[src/sv/dgp_pkg.sv]
// Shared types, fixed-point constants and the CORDIC arctangent table
// for the go-to-point steering block. No dependencies.
package dgp_pkg;

  // Datapath widths
  localparam int TABLE_LEN = 24;
  localparam int VEC_W     = 26;  // vectoring x/y, deltas scaled by 2^8
  localparam int VZ_W      = 29;  // bearing accumulator, radians Q24
  localparam int ROT_W     = 33;  // rotation x/y, Q30
  localparam int RA_W      = 30;  // rotation residual angle, Q24

  // Angle constants in radians Q24
  localparam logic signed [30:0] ANG_PI      = 31'sd52707179;
  localparam logic signed [30:0] ANG_HALF_PI = 31'sd26353590;
  localparam logic signed [30:0] ANG_TWO_PI  = 31'sd105414357;

  // 1/K in Q16, and the rotation start value 1/K in Q30
  localparam logic signed [16:0]      INV_GAIN = 17'sd39797;
  localparam logic signed [ROT_W-1:0] ROT_X0   = 33'sd652034048;

  // Configuration register indexes
  typedef enum logic [2:0] {
    REG_ANG_GAIN  = 3'd0,
    REG_LIN_GAIN  = 3'd1,
    REG_ANG_LIMIT = 3'd2,
    REG_LIN_LIMIT = 3'd3,
    REG_RADIUS    = 3'd4
  } cfg_reg_t;

  // State words of the two cell kinds
  typedef struct packed {
    logic signed [VEC_W-1:0] x;
    logic signed [VEC_W-1:0] y;
    logic signed [VZ_W-1:0]  z;
  } vec_t;

  typedef struct packed {
    logic signed [ROT_W-1:0] x;
    logic signed [ROT_W-1:0] y;
    logic signed [RA_W-1:0]  a;
  } rot_t;

  // round(atan(2^-i) * 2^24)
  function automatic logic [23:0] atan_q24(input int unsigned idx);
    logic [23:0] r;
    case (idx)
      0:  r = 24'd13176795;
      1:  r = 24'd7778716;
      2:  r = 24'd4110060;
      3:  r = 24'd2086331;
      4:  r = 24'd1047214;
      5:  r = 24'd524117;
      6:  r = 24'd262123;
      7:  r = 24'd131069;
      8:  r = 24'd65536;
      9:  r = 24'd32768;
      10: r = 24'd16384;
      11: r = 24'd8192;
      12: r = 24'd4096;
      13: r = 24'd2048;
      14: r = 24'd1024;
      15: r = 24'd512;
      16: r = 24'd256;
      17: r = 24'd128;
      18: r = 24'd64;
      19: r = 24'd32;
      20: r = 24'd16;
      21: r = 24'd8;
      22: r = 24'd4;
      23: r = 24'd2;
      default: r = 24'd0;
    endcase
    return r;
  endfunction

endpackage

[src/sv/dgp_rot_cell.sv]
// One rotation CORDIC cell: a micro-rotation that drives the angle toward zero.
// Depends on dgp_pkg for the state word and the arctangent table.
module dgp_rot_cell import dgp_pkg::*; #(
  parameter int STAGE  = 0,
  parameter int SIDE_W = 40
) (
  input  logic              clk,
  input  logic              en,
  input  rot_t              din,
  input  logic [SIDE_W-1:0] side_in,
  output rot_t              dout,
  output logic [SIDE_W-1:0] side_out
);

  localparam logic signed [RA_W-1:0] ATAN = RA_W'(atan_q24(STAGE));

  rot_t nxt;
  logic signed [ROT_W-1:0] xs, ys;

  // Rotate with the sign of the residual angle.
  always_comb begin
    xs = din.x >>> STAGE;
    ys = din.y >>> STAGE;
    if (!din.a[RA_W-1]) begin
      nxt.x = din.x - ys;
      nxt.y = din.y + xs;
      nxt.a = din.a - ATAN;
    end else begin
      nxt.x = din.x + ys;
      nxt.y = din.y - xs;
      nxt.a = din.a + ATAN;
    end
  end

  always_ff @(posedge clk) begin
    if (en) begin
      dout     <= nxt;
      side_out <= side_in;
    end
  end

endmodule

[config.mk]
export PLATFORM = sky130hd
export DESIGN_NAME = dgp_rot_cell
export DESIGN_NICKNAME = d
export VERILOG_FILES = /design/src/sv/dgp_pkg.sv /design/src/sv/dgp_rot_cell.sv
export SDC_FILE = /design/constraint.sdc
export NUM_CORES = 1
export LEC_CHECK = 0
export BUFFER_PORTS_ARGS = -buffer_cell sky130_fd_sc_hd__buf_2
export CORE_ASPECT_RATIO = 0.75
export CORE_UTILIZATION = 30
export DETAILED_ROUTE_END_ITERATION = 7
export GPL_TIMING_DRIVEN = 1
export MAX_ROUTING_LAYER = met4
export PLACE_DENSITY = 0.46
export SYNTH_ARGS = -nofsm -noshare
export SYNTH_HDL_FRONTEND = slang
export SYNTH_SLANG_ARGS = --single-unit
export TNS_END_PERCENT = 50
[constraint.sdc]
create_clock -name clk -period 4.7 [get_ports clk]
set_input_delay 0.705 -clock clk [delete_from_list [all_inputs] [get_ports clk]]
set_output_delay 0.705 -clock clk [all_outputs]
set_load 0.05 [all_outputs]
==> results of run 1 <==
## power groups by stage
| stage | combinational [mW] | sequential [mW] | clock [mW] |
|---|---|---|---|
| CTS | 1.97 | 1.60 | 1.42 |
| global placement | 1.97 | 1.62 | 0 |
| global route | 2.11 | 1.61 | 1.46 |
| finish | 1.97 | 1.59 | 1.38 |
| detailed placement | 1.96 | 1.62 | 0 |
| floorplan | 0.796 | 2.22 | 0 |
## logic make-up (layout without fill, tap and decap cells)
logic type | count (synthesis) | in the layout | share of synthesized area, %
AOI/OAI and AO/OA | 397 | 397 | 23.33
and+or+nand+nor | 328 | 328 | 13.93
buffers and inverters | 151 | 417 | 5.401
DFF | 135 | 135 | 35.79
adders and majority gates | 128 | 128 | 14.40
xor gates and xnor gates | 81 | 81 | 6.263
muxes | 10 | 10 | 0.8837
## path summary, 6_finish.rpt
check | end | slack (ns) | depth (start not counted)
setup / recovery | dout[83] | 1.22 | 11
hold / removal | side_out[11] | 0.44 | 1
## final cells by class
| class | count | share of cell area [%] |
|---|---|---|
| inverters | 105 | 2.863 |
| clock buffers | 18 | 3.117 |
| repair buffers | 281 | 10.50 |
| multi-input cells | 944 | 48.38 |
| clock inverters | 13 | 1.118 |
| well taps | 504 | 4.580 |
| flip-flops and latches | 135 | 29.44 |
## metal layers
metal / part of all wire (%) / up-vias
li1: - / 5003
met1: 52 / 4865
met2: 41 / 397
met3: 6.7 / 22
met4: 0.73 / 0
met5: 0 / -
## per-stage QoR
stage	hold slack [ns]	cell area [um^2]
after detailed placement	0.8831	13190
after CTS	0.4100	13770
after floorplan	0.8039	11330
after global routing	0.4044	13770
after global placement	0.8822	13190
final	0.4428	13770
## critical path: stages
cell      delay [ns]
buf_2           0.11
ha_1            0.22
fa_1            0.43
nor2b_1         0.18
o211ai_2        0.33
a311oi_2        0.22
a31oi_2         0.34
o21ai_2         0.18
a211oi_1        0.50
o21ai_1         0.16
xnor2_1         0.31
## cell usage in the layout (no fill, tap or decap), drive strengths merged, types with 14 or more instances in the layout
cell,instances
clkbuf,18
buf,281
inv,107
nand4,14
o21a,14
nor2b,24
edfxtp,135
nor2,108
ha,124
o21ai,98
a21oi,118
nand2,69
nand3,20
nor3,34
xnor2,68
a21o,32
nand2b,15
## sequential cells by signal (all words and copies together) (netlist names)
register	count
side_out	40
dout	95
## synthesized netlist by cell type (all sizes together), types with 6 or more instances
cell | count | share of area [%]
a21boi | 7 | 0.46
o31ai | 11 | 0.77
o21a | 14 | 0.93
edfxtp | 135 | 36
nor4 | 6 | 0.39
nor2b | 24 | 1.3
a21oi | 118 | 5.2
inv | 104 | 3.4
mux2i | 10 | 0.88
a311oi | 6 | 0.63
nand2 | 69 | 2.3
and3 | 8 | 0.44
a2111oi | 6 | 0.60
nor3 | 34 | 1.5
nor2 | 108 | 3.6
xnor2 | 68 | 5.3
nand3 | 20 | 0.88
o211ai | 13 | 0.91
nand4 | 14 | 0.77
o31a | 6 | 0.46
a31oi | 10 | 0.80
o21bai | 13 | 0.86
a21o | 32 | 2.1
nand2b | 15 | 0.83
a211oi | 11 | 0.77
ha | 124 | 14
clkbuf | 20 | 0.66
buf | 26 | 1.3
or3 | 12 | 0.71
o21ai | 98 | 4.4
xor2 | 13 | 1.0
==> out/qor.txt, run 1 <==
final WL -> 38.72 mm
total congestion overflow -> 0
Post-Synthesis Cells -> 1230
Seq/Total Area, Yosys -> 35.79%
switching part of the total -> 40.71%
Flop pwr share -> 32.2%
Setup crit start -> din[30]
initial antenna violation count -> 0
Peak VDD IR -> 0.2565 mV
type of origin of the critical path -> input pin
FMAX -> 287.3 MHz
CTS tree -> yes
Int Pwr -> 2.928 mW
CTS Sinks -> 135
grt met1 use -> 30.98%
DP Cell Count -> 1969
Die H -> 170.3 um
minimum clock period after layout -> 3.480 ns
Via Count -> 10290
residual DRC count -> 0
fin worst setup slack -> 1.220 ns
syn_area_per_cell -> 9.209 um^2
routed vias/inst -> 5.144
Util after Layout -> 37.12%
MaxCap Viol Count -> 0
Yosys cell types -> 86
post_cts resized -> 0
busiest grt layer -> met1
clock slew at reported path FFs -> 0.06 ns
global-route wire length before repair -> 57.96 mm
clk buf depth -> 2
CTS H-tree depth -> 4
die width -> 226.4 um
Max FO, Critical Path -> 4
GRT Total Usage -> 20.50%
# fillers -> 3892
Initial Util -> 30.54%
Comb pwr share -> 39.9%
Synth warnings -> 0
Final nets -> 1750
status -> finished, final reports clean
Clock Power Share -> 27.9%
Post-synth ARST share -> 0%
clk root buf -> clkbuf_16
CP Capture Type -> flop
min-delay src -> side_in[11]
post-route ant nets -> 0
top_reg_cell synth -> edfxtp_1
crit path DAT -> 3.71 ns
worst slack, placed -> 0.8611 ns
Post-synth EDFFs -> 135
largest net degree at the start of global routing -> 82
synthesis-to-finish area growth -> 21.55%
multi-input logic area -> 6661 um^2
crit share post-route -> 74.05%
RePlAce Congestion -> 0.8883
share of layout cells above drive strength 1 -> 22.73%
vias in the first global route -> 9628
dpl hpwl -> 31.08 mm
Worst Hold Class -> in2reg
synthesized area -> 11330 um^2
Routed WL per cell -> 19.36 um
Pleak -> 5.986 nW
IO Pins -> 274
RSZ-0062 raised after global routing -> false
row count -> 61
met3 Track Usage GR -> 3.557%
FF/Latch Area -> 4054 um^2
Setup Crit Path Kind -> in2reg
met2 Track Usage GR -> 28.01%
Cell Pwr Density -> 358.7 nW/um^2
cts bufs inserted -> 17
Slew Limit Fails -> 0
Die ar. -> 38550 um^2
starting DRC count in detailed routing -> 868
Final Hold Fails -> 0
Syn Nets -> 1496
Yosys reg bits -> 135
actual slew at the worst max-slew pin -> 0.7759 ns
slew margin rel. -> 48.28%
Core ar. -> 37090 um^2
Finish-stage setup viols -> 0
Buffers on Ports -> 273
Post-CTS Setup Bufs -> 0
DRT Pass-1 Iters -> 5
ANT cells -> 0
Net Sw Power -> 2.011 mW
Hold-fix buffers, CTS -> 0
CP required -> 4.93 ns
total chip power -> 4.939 mW
Layout Cells excl Fill -> 2000
setup_tns -> 0 ns
(Power assumes the default switching activity.)
==> run 2: changes to the inputs <==
Settings changed: PLACE_DENSITY 0.46 to 0.48.
Clock period 4.7 ns to 2.9 ns, I/O delays scaled along.
==> run 2 against run 1 <==
Against the previous run:
- first-iteration DRC count grew 5.8%
- combinational power grew 85%
- wire length grew 5.8%
- non-clock buffer count grew 258
- via count grew 8.5%
- flip-flop and latch count is the same
- total power grew 74%
- critical path type unchanged
- largest cell class unchanged
==> out/qor.txt, run 2 (synthesis gave the netlist of run 1 again) <==
status -> finished, final reports clean
crit path DAT -> 3.01 ns (-0.70 ns)
FMAX -> 354.0 MHz
Routed WL per cell -> 18.12 um (-6.4%)
max incr delay on CP -> 0.39 ns (-0.11 ns)
top flop regs -> dout (95), side_out (40)
Die H -> 170.3 um (unchanged)
starting DRC count in detailed routing -> 918 (+5.8%)
Pleak -> 7.271 nW (+21%)
dpl hpwl -> 34.12 mm (+9.8%)
CTS Sinks -> 135 (unchanged)
Slew Limit Fails -> 0 (unchanged)
max reg flops -> 95 (unchanged)
Worst Hold Path EP -> side_out[35]
Finish-stage setup viols -> 0 (unchanged)
# fillers -> 3765 (-3.3%)
cts bufs inserted -> 17 (unchanged)
post-route ant nets -> 0 (unchanged)
worst path buffer plus inverter count -> 2 (+1)
RSZ-0062 raised after global routing -> false
actual slew at the worst max-slew pin -> 0.9950 ns (+0.2191 ns)
routed vias/inst -> 4.935 (-4.1%)
Initial Util -> 30.54% (unchanged)
crit share post-route -> 97.40%
slew margin rel. -> 32.97% (-15 points)
global-route wire length before repair -> 61.51 mm (+6.1%)
CP required -> 3.08 ns (-1.85 ns)
residual DRC count -> 0 (unchanged)
CP Capture Type -> flop
Cell Pwr Density -> 545.4 nW/um^2 (+52%)
type of origin of the critical path -> input pin
commonest non-fill, non-tap cell in the layout -> buf_2
IO Pins -> 274 (unchanged)
Final Hold Fails -> 0 (unchanged)
initial antenna violation count -> 2 (+2)
final WL -> 40.97 mm (+5.8%)
commonest cells after routing, fill and taps aside -> buf_2 (271), buf_4 (265), edfxtp_1 (135)
vias in the first global route -> 10490 (+8.9%)
MaxCap Viol Count -> 0 (unchanged)
largest net degree at the start of global routing -> 72 (-12%)
total chip power -> 8.610 mW (+74%)
CTS tree -> yes
worst-path cell chain -> buf_2 -> ha_1 -> fa_1 -> nor2b_1 -> o211ai_2 -> a311oi_2 -> buf_4 -> a31oi_1 -> o21bai_1 -> a21oi_2 -> o21ai_0 -> xnor2_1
minimum clock period after layout -> 2.825 ns
clk root buf -> clkbuf_16
met2 wire length -> 16.75 mm (+5.6%)
CP top delay family -> compound AO/OA/AOI/OAI gates
Util after Layout -> 42.56% (+5.4 points)
Final nets -> 2008 (+15%)
Max FO, Critical Path -> 3 (-1)
synthesis-to-finish area growth -> 39.37%
Worst Hold Class -> in2reg
Cells on Worst Hold Path -> 1 (unchanged)
row count -> 61 (unchanged)
Via Count -> 11160 (+8.5%)
RePlAce Congestion -> 0.9385 (+5.7%)
CP max-delay cell -> a31oi_1
clk buf depth -> 2 (unchanged)
Post-Route M1 WL -> 21.25 mm (+6.3%)
total congestion overflow -> 0 (unchanged)
GRT Total Usage -> 21.52% (+1.0 points)
Setup Crit Path Kind -> in2reg
met3 WL -> 2.577 mm (-0.58%)
CTS H-tree depth -> 4 (unchanged)
Core ar. -> 37090 um^2 (unchanged)
Buffers on Ports -> 273 (unchanged)
Max Used Layer -> met4
Peak VDD IR -> 0.4259 mV (+66%)
share of layout cells above drive strength 1 -> 34.53% (+12 points)
die width -> 226.4 um (unchanged)
clock slew at reported path FFs -> 0.07 ns (about the same)
Top reg by flops -> dout
min-delay src -> side_in[35]
Die ar. -> 38550 um^2 (unchanged)
DRT Pass-1 Iters -> 6 (+1)
-- run 2: changes by cell type in the layout (fill, tap and decap cells not counted), sizes merged --
| cell | previous run | this run |
|---|---|---|
| buf | 281 | 539 |
| clkbuf | 18 | 17 |
| clkinv | 7 | 3 |
| diode | 0 | 2 |
| inv | 107 | 113 |
-- run 2: power by group --
| part | switching (mW) | internal, mW | leakage [nW] | total (mW) |
|---|---|---|---|---|
| sequential | 0.0728 | 2.51 | 1.32 | 2.58 |
| clock | 0.978 | 1.40 | 0.310 | 2.37 |
| combinational | 2.40 | 1.25 | 5.64 | 3.65 |
| total | 3.46 | 5.15 | 7.27 | 8.61 |
-- run 2: layer usage --
| metal | vias up | track usage, % |
|---|---|---|
| li1 | 5513 | - |
| met1 | 5241 | 32.79 |
| met2 | 382 | 29.53 |
| met3 | 22 | 3.246 |
| met4 | 0 | 3.995 |
| met5 | - | - |
-- run 2: cell type report --
cell class              count  area [um^2]  share of cell area [%]
multi-input cells         944         6673                   42.27
well taps                 504        630.6                   3.995
repair buffers            539         3397                   21.52
inverters                 105        394.1                   2.497
clock inverters            15        207.7                   1.316
diodes                      2        5.005                 0.03170
flip-flops and latches    135         4054                   25.68
clock buffers              17        425.4                   2.695
-- run 2: what timing repair did --
| action | 4_1_cts | 5_1_grt |
|---|---|---|
| setup endpoints to repair | 0 | 6 |
| setup buffers | 0 | 0 |
| hold buffers | 0 | 0 |
| gates resized for setup | 0 | 2 |
-- run 2: worst max-delay path by stage --
| stage | endpoint | from | depth (start not counted) |
|---|---|---|---|
| after global placement | dout[79] | din[30] | 12 |
| final | dout[79] | din[30] | 12 |
| after global routing | dout[90] | din[35] | 12 |
| after floorplan | dout[28] | din[29] | 12 |
| after detailed placement | dout[79] | din[30] | 12 |
| after CTS | dout[79] | din[30] | 12 |
-- run 2: through the flow --
step | setup WS [ns] | cells | hold slack, ns | TNS (ns) | cell area [um^2]
final | 0.07545 | 2261 | 0.1726 | 0 | 15790
after global routing | 0.004407 | 2261 | 0.1441 | 0 | 15790
after CTS | 0.06540 | 2259 | 0.1448 | 0 | 15780
after detailed placement | -0.3959 | 2227 | 0.6131 | -8.343 | 15140
after global placement | -0.3776 | 2227 | 0.6109 | -7.392 | 15140
after floorplan | 0.01809 | 1230 | 0.5339 | 0 | 11360
