[src/sv/dgp_pkg.sv]
// Shared types, fixed-point constants and the CORDIC arctangent table
// for the go-to-point steering block. No dependencies.
package dgp_pkg;

  // Datapath widths
  localparam int TABLE_LEN = 24;
  localparam int VEC_W     = 26;  // vectoring x/y, deltas scaled by 2^8
  localparam int VZ_W      = 29;  // bearing accumulator, radians Q24
  localparam int ROT_W     = 33;  // rotation x/y, Q30
  localparam int RA_W      = 30;  // rotation residual angle, Q24

  // Angle constants in radians Q24
  localparam logic signed [30:0] ANG_PI      = 31'sd52707179;
  localparam logic signed [30:0] ANG_HALF_PI = 31'sd26353590;
  localparam logic signed [30:0] ANG_TWO_PI  = 31'sd105414357;

  // 1/K in Q16, and the rotation start value 1/K in Q30
  localparam logic signed [16:0]      INV_GAIN = 17'sd39797;
  localparam logic signed [ROT_W-1:0] ROT_X0   = 33'sd652034048;

  // Configuration register indexes
  typedef enum logic [2:0] {
    REG_ANG_GAIN  = 3'd0,
    REG_LIN_GAIN  = 3'd1,
    REG_ANG_LIMIT = 3'd2,
    REG_LIN_LIMIT = 3'd3,
    REG_RADIUS    = 3'd4
  } cfg_reg_t;

  // State words of the two cell kinds
  typedef struct packed {
    logic signed [VEC_W-1:0] x;
    logic signed [VEC_W-1:0] y;
    logic signed [VZ_W-1:0]  z;
  } vec_t;

  typedef struct packed {
    logic signed [ROT_W-1:0] x;
    logic signed [ROT_W-1:0] y;
    logic signed [RA_W-1:0]  a;
  } rot_t;

  // round(atan(2^-i) * 2^24)
  function automatic logic [23:0] atan_q24(input int unsigned idx);
    logic [23:0] r;
    case (idx)
      0:  r = 24'd13176795;
      1:  r = 24'd7778716;
      2:  r = 24'd4110060;
      3:  r = 24'd2086331;
      4:  r = 24'd1047214;
      5:  r = 24'd524117;
      6:  r = 24'd262123;
      7:  r = 24'd131069;
      8:  r = 24'd65536;
      9:  r = 24'd32768;
      10: r = 24'd16384;
      11: r = 24'd8192;
      12: r = 24'd4096;
      13: r = 24'd2048;
      14: r = 24'd1024;
      15: r = 24'd512;
      16: r = 24'd256;
      17: r = 24'd128;
      18: r = 24'd64;
      19: r = 24'd32;
      20: r = 24'd16;
      21: r = 24'd8;
      22: r = 24'd4;
      23: r = 24'd2;
      default: r = 24'd0;
    endcase
    return r;
  endfunction

endpackage

[src/sv/dgp_vec_cell.sv]
// One vectoring CORDIC cell: a micro-rotation that drives y toward zero.
// Depends on dgp_pkg for the state word and the arctangent table.
module dgp_vec_cell import dgp_pkg::*; #(
  parameter int STAGE  = 0,
  parameter int SIDE_W = 16
) (
  input  logic              clk,
  input  logic              en,
  input  vec_t              din,
  input  logic [SIDE_W-1:0] side_in,
  output vec_t              dout,
  output logic [SIDE_W-1:0] side_out
);

  localparam logic signed [VZ_W-1:0] ATAN = VZ_W'(atan_q24(STAGE));

  vec_t nxt;
  logic signed [VEC_W-1:0] xs, ys;

  // Rotate against the sign of y and track the angle.
  always_comb begin
    xs = din.x >>> STAGE;
    ys = din.y >>> STAGE;
    if (!din.y[VEC_W-1]) begin
      nxt.x = din.x + ys;
      nxt.y = din.y - xs;
      nxt.z = din.z + ATAN;
    end else begin
      nxt.x = din.x - ys;
      nxt.y = din.y + xs;
      nxt.z = din.z - ATAN;
    end
  end

  always_ff @(posedge clk) begin
    if (en) begin
      dout     <= nxt;
      side_out <= side_in;
    end
  end

endmodule

[config.mk]
export PLATFORM = sky130hd
export DESIGN_NAME = dgp_vec_cell
export DESIGN_NICKNAME = d
export VERILOG_FILES = /design/src/sv/dgp_pkg.sv /design/src/sv/dgp_vec_cell.sv
export SDC_FILE = /design/constraint.sdc
export NUM_CORES = 1
export LEC_CHECK = 0
export BUFFER_PORTS_ARGS = -buffer_cell sky130_fd_sc_hd__buf_2
export CORE_MARGIN = 2
export CORE_UTILIZATION = 50
export DETAILED_ROUTE_END_ITERATION = 8
export PLACE_DENSITY = 0.78
export SLEW_MARGIN = 20
export SYNTH_ARGS = -nofsm -noshare
export SYNTH_HDL_FRONTEND = slang
export SYNTH_SLANG_ARGS = --single-unit
[constraint.sdc]
create_clock -name clk -period 3 [get_ports clk]
set_input_delay 0.3 -clock clk [delete_from_list [all_inputs] [get_ports clk]]
set_output_delay 0.3 -clock clk [all_outputs]
set_load 0.02 [all_outputs]
==> flow_summary.toml, run 1 <==
[sta]
whs_ns = 0.117
min_period_over_period_pct = 93.7
slew_headroom_pct = 58.4
fin_tns_setup_ns = 0
finalCriticalPeriod_ns = 2.81
finalSetupViolCount = 0
drv_slew = 0
tightest_slew_ns = 0.618
final_hold_viol_count = 0
rsz0062_at_grt = "no"
max_freq_mhz = 356

[clocking]
clock_path_buffers = 2
clkSinkCount = 96
cts_tree = "built"
numCtsBuffers = 9
ctsHoldBuffers = 0
cts-root-buf = "clkbuf_16"
htree_levels = 3
clkTransAtPathRegs_ns = 0.08

[detailed_routing]
drt_wl_total_mm = 23.9
firstDrtPassIters = 7
vias = 8284
route.detailed.drc = 0
ant_nets = 0
avgViaCountPerCell = 5.64
drt_iter0_markers = 792
wl_per_cell_um = 16.3

[power_and_ir_drop]
p_leak_uw = 0.00512
p_total_uw = 5040
irDropWorstVdd_v = 0.000286
p_per_area_nw_per_um2 = 459

[floorplan]
die-area_um2 = 18300
core-area_um2 = 17100
rows = 48
start_util_pct = 50.4
ios = 196
die_y_um = 135
die_x_um = 135

[global_route]
globalRouteOverflowTotal = 0
antenna_found_initial = 0
grt_max_degree = 59
grt_util_all_layers_pct = 25.8
grt_pass1_wl_mm = 37.9
grt_pass1_vias = 7785

[setup_path]
path_class = "input pin to flip-flop"
worstPathArrival_ns = 2.91
cp_slowest_stage_delay_ns = 0.41
start_kind = "input pin"
required_ns = 3.10
cp_common_cell = "nor3_1"
path_cells = "buf_2 > ha_1 > fa_1 > nor2b_1 > o21ai_0 > a21oi_1 > o211ai_1 > o31ai_2 > nor3_1 > buf_4 > nor3_1 > o31ai_1 > xnor2_1"
slowest_stage = "fa_1"
crit_path_end_kind = "flip-flop"
cp_max_fo = 3

[synthesis]
synth.distinct_cells = 70
yosys_warnings = 0
async_flop_share_pct = 0
synth.avg_cell_area_um2 = 9.10
yosysTopAreaCellShare_pct = 33.4
yosysSeqAreaShare_pct = 33.4
synthCells = 949
syn-num-nets = 1163
ys_top_cells_by_area = "edfxtp_1 33%, ha_1 16%, a21oi_1 6.6%"
synth_seq_cells = 96
yosys-top-cells-count = "113 x a21oi_1, 111 x ha_1, 96 x edfxtp_1, 82 x inv_1, 66 x o21ai_0"
syn_area_um2 = 8630
synth_ff_type = "edfxtp_1"
yosysMostFrequentCell = "a21oi_1"
yosys.area.top_type = "edfxtp_1"
synth_edf_count = 96

[cells_and_area]
area_delta_synth_final_pct = 27.2
antennaDiodeCount = 0
drive_above_1_share_pct = 28.5
final_nets = 1453
utilization_pct = 64.2
final_area_um2 = 11000

[placed_design]
place_congestion = 0.966
place_hpwl_mm = 19.5
port_buffers = 195
placed_area_um2 = 10700

[run]
cap_violations = 0

[run_status]
status = "finished clean"

[hold_path]
worst_hold_path_type = "input pin to flip-flop"
[timing repair]
item	in CTS	in global routing
gates resized for setup	0	2
endpoints found under the setup margin	0	4
buffers inserted	0	0
[logic make-up (layout without fill, tap and decap cells)]
kind of cell / after synthesis / after routing / synth area share (%)
buf+inv: 129 / 424 / 5.96
xor+xnor: 73 / 73 / 7.41
fa+ha+maj: 115 / 115 / 17.0
mux: 11 / 11 / 1.28
flops: 96 / 96 / 33.4
compound gates: 313 / 313 / 23.1
simple gates: 212 / 212 / 11.8
[layout by cell type, fill, tap and decap left out, drive strengths merged, types with 6 or more instances in the layout]
cell / Yosys / routed
a21boi: 6 / 6
a21o: 29 / 29
a21oi: 113 / 113
and2: 8 / 8
buf: 18 / 320
clkbuf: 23 / 9
clkinv: 4 / 7
edfxtp: 96 / 96
ha: 111 / 111
inv: 84 / 86
mux2i: 11 / 11
nand2: 49 / 49
nand2b: 11 / 11
nand3: 12 / 12
nand4: 11 / 11
nor2: 66 / 66
nor2b: 13 / 13
nor3: 13 / 13
nor4: 9 / 9
o211ai: 13 / 13
o21ai: 67 / 67
o21bai: 18 / 18
o31ai: 10 / 10
xnor2: 63 / 63
xor2: 10 / 10
[worst max-delay path, delay by kind of cell]
family          cells  cell delay, ns
compound gates      5            1.19
xor+xnor            1            0.09
fa+ha+maj           2            0.63
buf+inv             2            0.27
simple gates        3            0.42
[state kept, by name (all words and copies together), names as in the netlist]
| name | cells |
|---|---|
| dout | 80 |
| side_out | 16 |
[metrics by stage]
step,std cells,worst slack (ns)
global placement,1453,-0.0910
CTS,1469,0.152
finish,1469,0.189
floorplan,949,0.0145
detailed placement,1453,-0.225
global route,1469,0.0453
[layout make-up]
class,instances,area (um2)
clock buffer,9,225
inverter,88,334
clock inverter,7,87.6
fill,1420,6130
timing repair buffer,320,1930
tap,225,282
multi-input combinational,724,5240
sequential,96,2880
[power by group]
group | leakage (uW) | total [uW] | internal [uW] | switching (uW)
Combinational | 0.00402 | 2030 | 827 | 1200
Clock | 0.000154 | 1200 | 665 | 537
Sequential | 0.000940 | 1810 | 1750 | 58.1
[metal layers]
layer,wire length (um),track usage [%],vias to the layer above
li1,-,-,4003
met1,10200,34.7,3802
met2,11100,42.6,431
met3,1960,3.59,48
met4,660,9.32,0
met5,0,0,-
[worst paths after layout]
path	start	to	slack, ns	cells past startpoint
max	din[29]	dout[53]$_DFFE_PP_	0.19	13
min	side_in[1]	side_out[1]$_DFFE_PP_	0.12	1
No activity file was read; power rests on OpenSTA's default activity.
==> run 2: changes to the inputs <==
--- a/config.mk
+++ b/config.mk
@@ -9,7 +9,7 @@
 export CORE_MARGIN = 2
 export CORE_UTILIZATION = 50
 export DETAILED_ROUTE_END_ITERATION = 8
-export PLACE_DENSITY = 0.78
+export PLACE_DENSITY = 0.88
 export SLEW_MARGIN = 20
 export SYNTH_ARGS = -nofsm -noshare
 export SYNTH_HDL_FRONTEND = slang
==> run 2 against run 1 <==
  * Flip-flop and latch count is the same
  * Maximum frequency grew 0.55%
  * Non-clock buffer count decreased by 29
  * Sequential share of layout area is 0.58 points higher
  * Critical path depth down 1
  * Power is 2.0% lower
  * Clock power shrank 4%
==> flow_summary.toml, run 2 (synthesis results as in run 1) <==
[placed_design]
place_congestion = 0.998
port_buffers = 195
dp_slack_ns = -0.182
place_hpwl_mm = 19.2

[setup_path]
required_ns = 3.15
worstPathArrival_ns = 2.95
cp_max_fo = 14
crit_path_end_kind = "flip-flop"
path_class = "input pin to flip-flop"
start_kind = "input pin"

[clocking]
post-cts-setup-buffers = 0
htree_levels = 3
numCtsBuffers = 9
clkSinkCount = 96
clkTransAtPathRegs_ns = 0.07
cts_tree = "built"
clock_path_buffers = 2
cts-root-buf = "clkbuf_16"

[detailed_routing]
drt_iter0_markers = 753
route.detailed.drc = 0
vias = 8100
ant_nets = 0
firstDrtPassIters = 6
avgViaCountPerCell = 5.63
drt_wl_total_mm = 23.8
wl_per_cell_um = 16.5

[floorplan]
die_x_um = 135
ios = 196
core-area_um2 = 17100
start_util_pct = 50.4
die-area_um2 = 18300
die_y_um = 135
rows = 48

[global_route]
grt_pass1_wl_mm = 37.6
grt_max_degree = 97
grt_util_all_layers_pct = 25.6
globalRouteOverflowTotal = 0
grt_pass1_vias = 7625
antenna_found_initial = 0

[cells_and_area]
filler_cell_count = 1426
utilization_pct = 62.8
top_regs = "dout: 80 flops, side_out: 16 flops"
mostFrequentLayoutCells = "194 x buf_2, 113 x a21oi_1, 111 x ha_1"
regArea_um2 = 2880
final_common_cell = "buf_2"
top_register = "dout"
area_delta_synth_final_pct = 24.4
drive_above_1_share_pct = 26.7
antennaDiodeCount = 0
final_nets = 1424
largest_reg_flops = 80
multiInputGateArea_um2 = 5260

[sta]
final_hold_viol_count = 0
slew_headroom_pct = 40.0
rsz0062_at_grt = "no"
finalCriticalPeriod_ns = 2.80
drv_slew = 0
min_period_over_period_pct = 93.2
finalSetupViolCount = 0
finalWorstSetupSlack_ns = 0.204
max_freq_mhz = 358
tightest_slew_ns = 0.900

[power_and_ir_drop]
p_per_area_nw_per_um2 = 460
p_leak_uw = 0.00496
irDropWorstVdd_v = 0.000303

[run_status]
status = "finished clean"

[hold_path]
worst_hold_path_type = "input pin to flip-flop"

[run]
cap_violations = 0
[run 2: through the flow]
| stage | cell area (um2) | setup TNS [ns] | total power (uW) | std cells | hold slack, ns |
|---|---|---|---|---|---|
| global route | 10700 | 0 | 5190 | 1438 | 0.116 |
| global placement | 10400 | -0.330 | 3740 | 1424 | 0.477 |
| CTS | 10700 | 0 | 4930 | 1438 | 0.122 |
| floorplan | 8640 | 0 | 3050 | 949 | 0.399 |
| detailed placement | 10400 | -0.761 | 3790 | 1424 | 0.478 |
| finish | 10700 | 0 | 4940 | 1438 | 0.127 |
[run 2: layer usage]
| metal | vias up | share of wire, % | global-route usage [%] |
|---|---|---|---|
| li1 | 3930 | - | - |
| met1 | 3695 | 42 | 34.7 |
| met2 | 433 | 47 | 42.3 |
| met3 | 42 | 9.0 | 4.04 |
| met4 | 0 | 2.3 | 7.87 |
| met5 | - | 0 | 0 |
[run 2: final timing paths]
check | startpoint | end | slack [ns] | cells after the start
worst max-delay path | din[54] | dout[28]$_DFFE_PP_ | 0.20 | 12
worst min-delay path | side_in[8] | side_out[8]$_DFFE_PP_ | 0.13 | 1
[run 2: cell type report]
class	count	share of cell area, %
Timing Repair Buffer	291	15.8
Sequential cell	96	26.8
Tap cell	225	2.62
Multi-Input combinational cell	724	48.9
Clock inverter	5	0.617
Inverter	88	3.07
Clock buffer	9	2.10
[run 2: where the power goes]
part | total (uW) | internal [uW] | switching [uW]
Clock | 1150 | 649 | 499
Sequential | 1800 | 1750 | 47.1
Combinational | 1990 | 789 | 1210
[run 2: timing repair]
| action | CTS | global route |
|---|---|---|
| resized for setup | 0 | 2 |
| setup endpoints to repair | 0 | 1 |
| hold buffers | 0 | 0 |
[run 2: critical path, cell delays in order]
cell and delay (ns):
buf_2 0.19, inv_2 0.20, ha_1 0.38, and3_1 0.19, nand2_1 0.07, a21oi_1 0.19, o2111ai_2 0.22, a2111oi_4 0.37
o21ai_0 0.18, a21oi_1 0.29, nor4_1 0.09, a311oi_1 0.28
==> run 3: changes to the inputs <==
--- a/config.mk
+++ b/config.mk
@@ -7,9 +7,10 @@
 export LEC_CHECK = 0
 export BUFFER_PORTS_ARGS = -buffer_cell sky130_fd_sc_hd__buf_2
 export CORE_MARGIN = 2
-export CORE_UTILIZATION = 50
+export CORE_UTILIZATION = 52
+export CTS_BUF_LIST = sky130_fd_sc_hd__clkbuf_4
 export DETAILED_ROUTE_END_ITERATION = 8
-export PLACE_DENSITY = 0.88
+export PLACE_DENSITY = 0.9
 export SLEW_MARGIN = 20
 export SYNTH_ARGS = -nofsm -noshare
 export SYNTH_HDL_FRONTEND = slang
==> run 3 against run 2 <==
  * Utilization is 2.5 points higher
  * Via count is 2.9% higher
  * Count of clock-buffer cells in the layout stayed put
  * Sequential power hardly changed
  * Flip-flop and latch count stayed put
  * Die area is 3.7% lower
  * Global-route usage is 1.9 points higher
  * Critical path type unchanged
  * Critical endpoint is now dout[49]$_DFFE_PP_
  * Largest power group unchanged
==> flow_summary.toml, run 3 (synthesis results as in run 1) <==
[run_status]
status = "finished clean"

[global_route]
grt_pass1_wl_mm = 39.3
grt_util_all_layers_pct = 27.5
grt_max_degree = 54
globalRouteOverflowTotal = 0
grt_pass1_vias = 8048
antenna_found_initial = 1

[sta]
max_freq_mhz = 354
final_hold_viol_count = 0
rsz0062_at_grt = "no"
finalCriticalPeriod_ns = 2.82
drv_slew = 0
finalSetupViolCount = 0
min_period_over_period_pct = 94.1
slew_headroom_pct = 60.3
fin_tns_setup_ns = 0
tightest_slew_ns = 0.593

[placed_design]
place_hpwl_mm = 19.5
place_congestion = 0.955
dp_cells = 1414
placed_area_um2 = 10400
port_buffers = 195

[clocking]
htree_levels = 3
cts_resized = 0
post-cts-setup-buffers = 0
clkSinkCount = 96
ctsHoldBuffers = 16
clkTransAtPathRegs_ns = 0.17
cts_tree = "built"
clock_path_buffers = 2
cts-root-buf = "clkbuf_4"
numCtsBuffers = 9

[power_and_ir_drop]
intPower_uw = 2820
power_frac_seq_pct = 39.3
p_leak_uw = 0.00495
p_per_area_nw_per_um2 = 427
p_sw_uw = 1750
comb_power_share_pct = 44.1
irDropWorstVdd_v = 0.000270
sw_frac_of_total_pct = 38.3
clkPwrFrac_pct = 16.5

[detailed_routing]
vias = 8334
ant_nets = 0
avgViaCountPerCell = 5.76
route.met2.wl_mm = 11.4
wl_met3_mm = 2.18
top_layer = "met4"
wl_met1_mm = 9.91
wl_per_cell_um = 16.8
firstDrtPassIters = 8
route.detailed.drc = 0
drt_iter0_markers = 837
drt_wl_total_mm = 24.3

[setup_path]
required_ns = 3.21
path_cells = "buf_2 > inv_1 > ha_1 > fa_1 > nor2b_1 > o211ai_1 > a31o_2 > o21ai_0 > a221oi_1 > o21ai_0 > nand2b_1 > a2bb2oi_1 > xnor2_1"
cp_common_cell = "o21ai_0"
crit_path_end_kind = "flip-flop"
path_class = "input pin to flip-flop"
slowest_stage = "o21ai_0"
start_kind = "input pin"
cp_max_fo = 3
cp_slowest_stage_delay_ns = 0.44
worstPathArrival_ns = 3.03

[cells_and_area]
final_common_cell = "buf_2"
drive_above_1_share_pct = 26.0
top_regs = "dout: 80 flops, side_out: 16 flops"
final_cells = 1447
utilization_pct = 65.3
final_nets = 1435
multiInputGateArea_um2 = 5240
largest_reg_flops = 80
filler_cell_count = 1318
mostFrequentLayoutCells = "194 x buf_2, 113 x a21oi_1, 111 x ha_1"
regArea_um2 = 2880
area_delta_synth_final_pct = 24.1
final_area_um2 = 10700
top_register = "dout"

[floorplan]
core-area_um2 = 16400
die_x_um = 133
rows = 47
ios = 196
die_y_um = 133
die-area_um2 = 17600
start_util_pct = 52.6

[hold_path]
worst_hold_path_type = "input pin to flip-flop"
whs_path_depth = 2

[run]
cap_violations = 0
==> run 3: cell types whose count changed in the layout (fill, tap and decap cells not counted), sizes merged <==
cell	delta
clkinvlp	-1
dlygate4sd3	+16
clkinv	+2
buf	-5
diode	+1
inv	+1
==> run 3: critical path, delay by kind of cell <==
kind            cells  cell delay (ns)
xor+xnor            1             0.08
simple gates        2             0.27
fa+ha+maj           2             0.63
compound gates      6             1.57
buf+inv             2             0.17
==> run 3: final timing paths <==
check / from / to
max: din[29] / dout[49]$_DFFE_PP_
min: din[0] / dout[0]$_DFFE_PP_
==> run 3: cell type report <==
class                      instances  area share (%)
clock inverter                     7           0.794
multi-input combinational        724            48.9
clock buffer                       9           0.631
sequential                        96            26.9
inverter                          88            3.08
tap                              220            2.57
antenna                            1          0.0234
timing repair buffer             302            17.1
==> run 3: power by group through the flow <==
stage | clock (uW) | sequential (uW) | combinational (uW)
floorplan | 0 | 2100 | 956
global placement | 0 | 1820 | 1920
finish | 756 | 1800 | 2020
global route | 826 | 1820 | 2180
CTS | 770 | 1800 | 1980
detailed placement | 0 | 1830 | 1960
==> run 3: stage by stage <==
stage	setup WS, ns	power, uW	hold slack, ns
after detailed placement	-0.174	3790	0.478
after floorplan	0.0145	3050	0.399
final	0.176	4570	0.136
after CTS	0.316	4560	0.108
after global routing	0.0238	4820	0.104
after global placement	-0.129	3740	0.477
==> run 3: routing by layer <==
layer  GRT usage (%)  up-vias
met3            4.71       63
met2            45.3      478
met1            36.1     3835
li1                -     3958
met4            11.2        0
met5               0        -
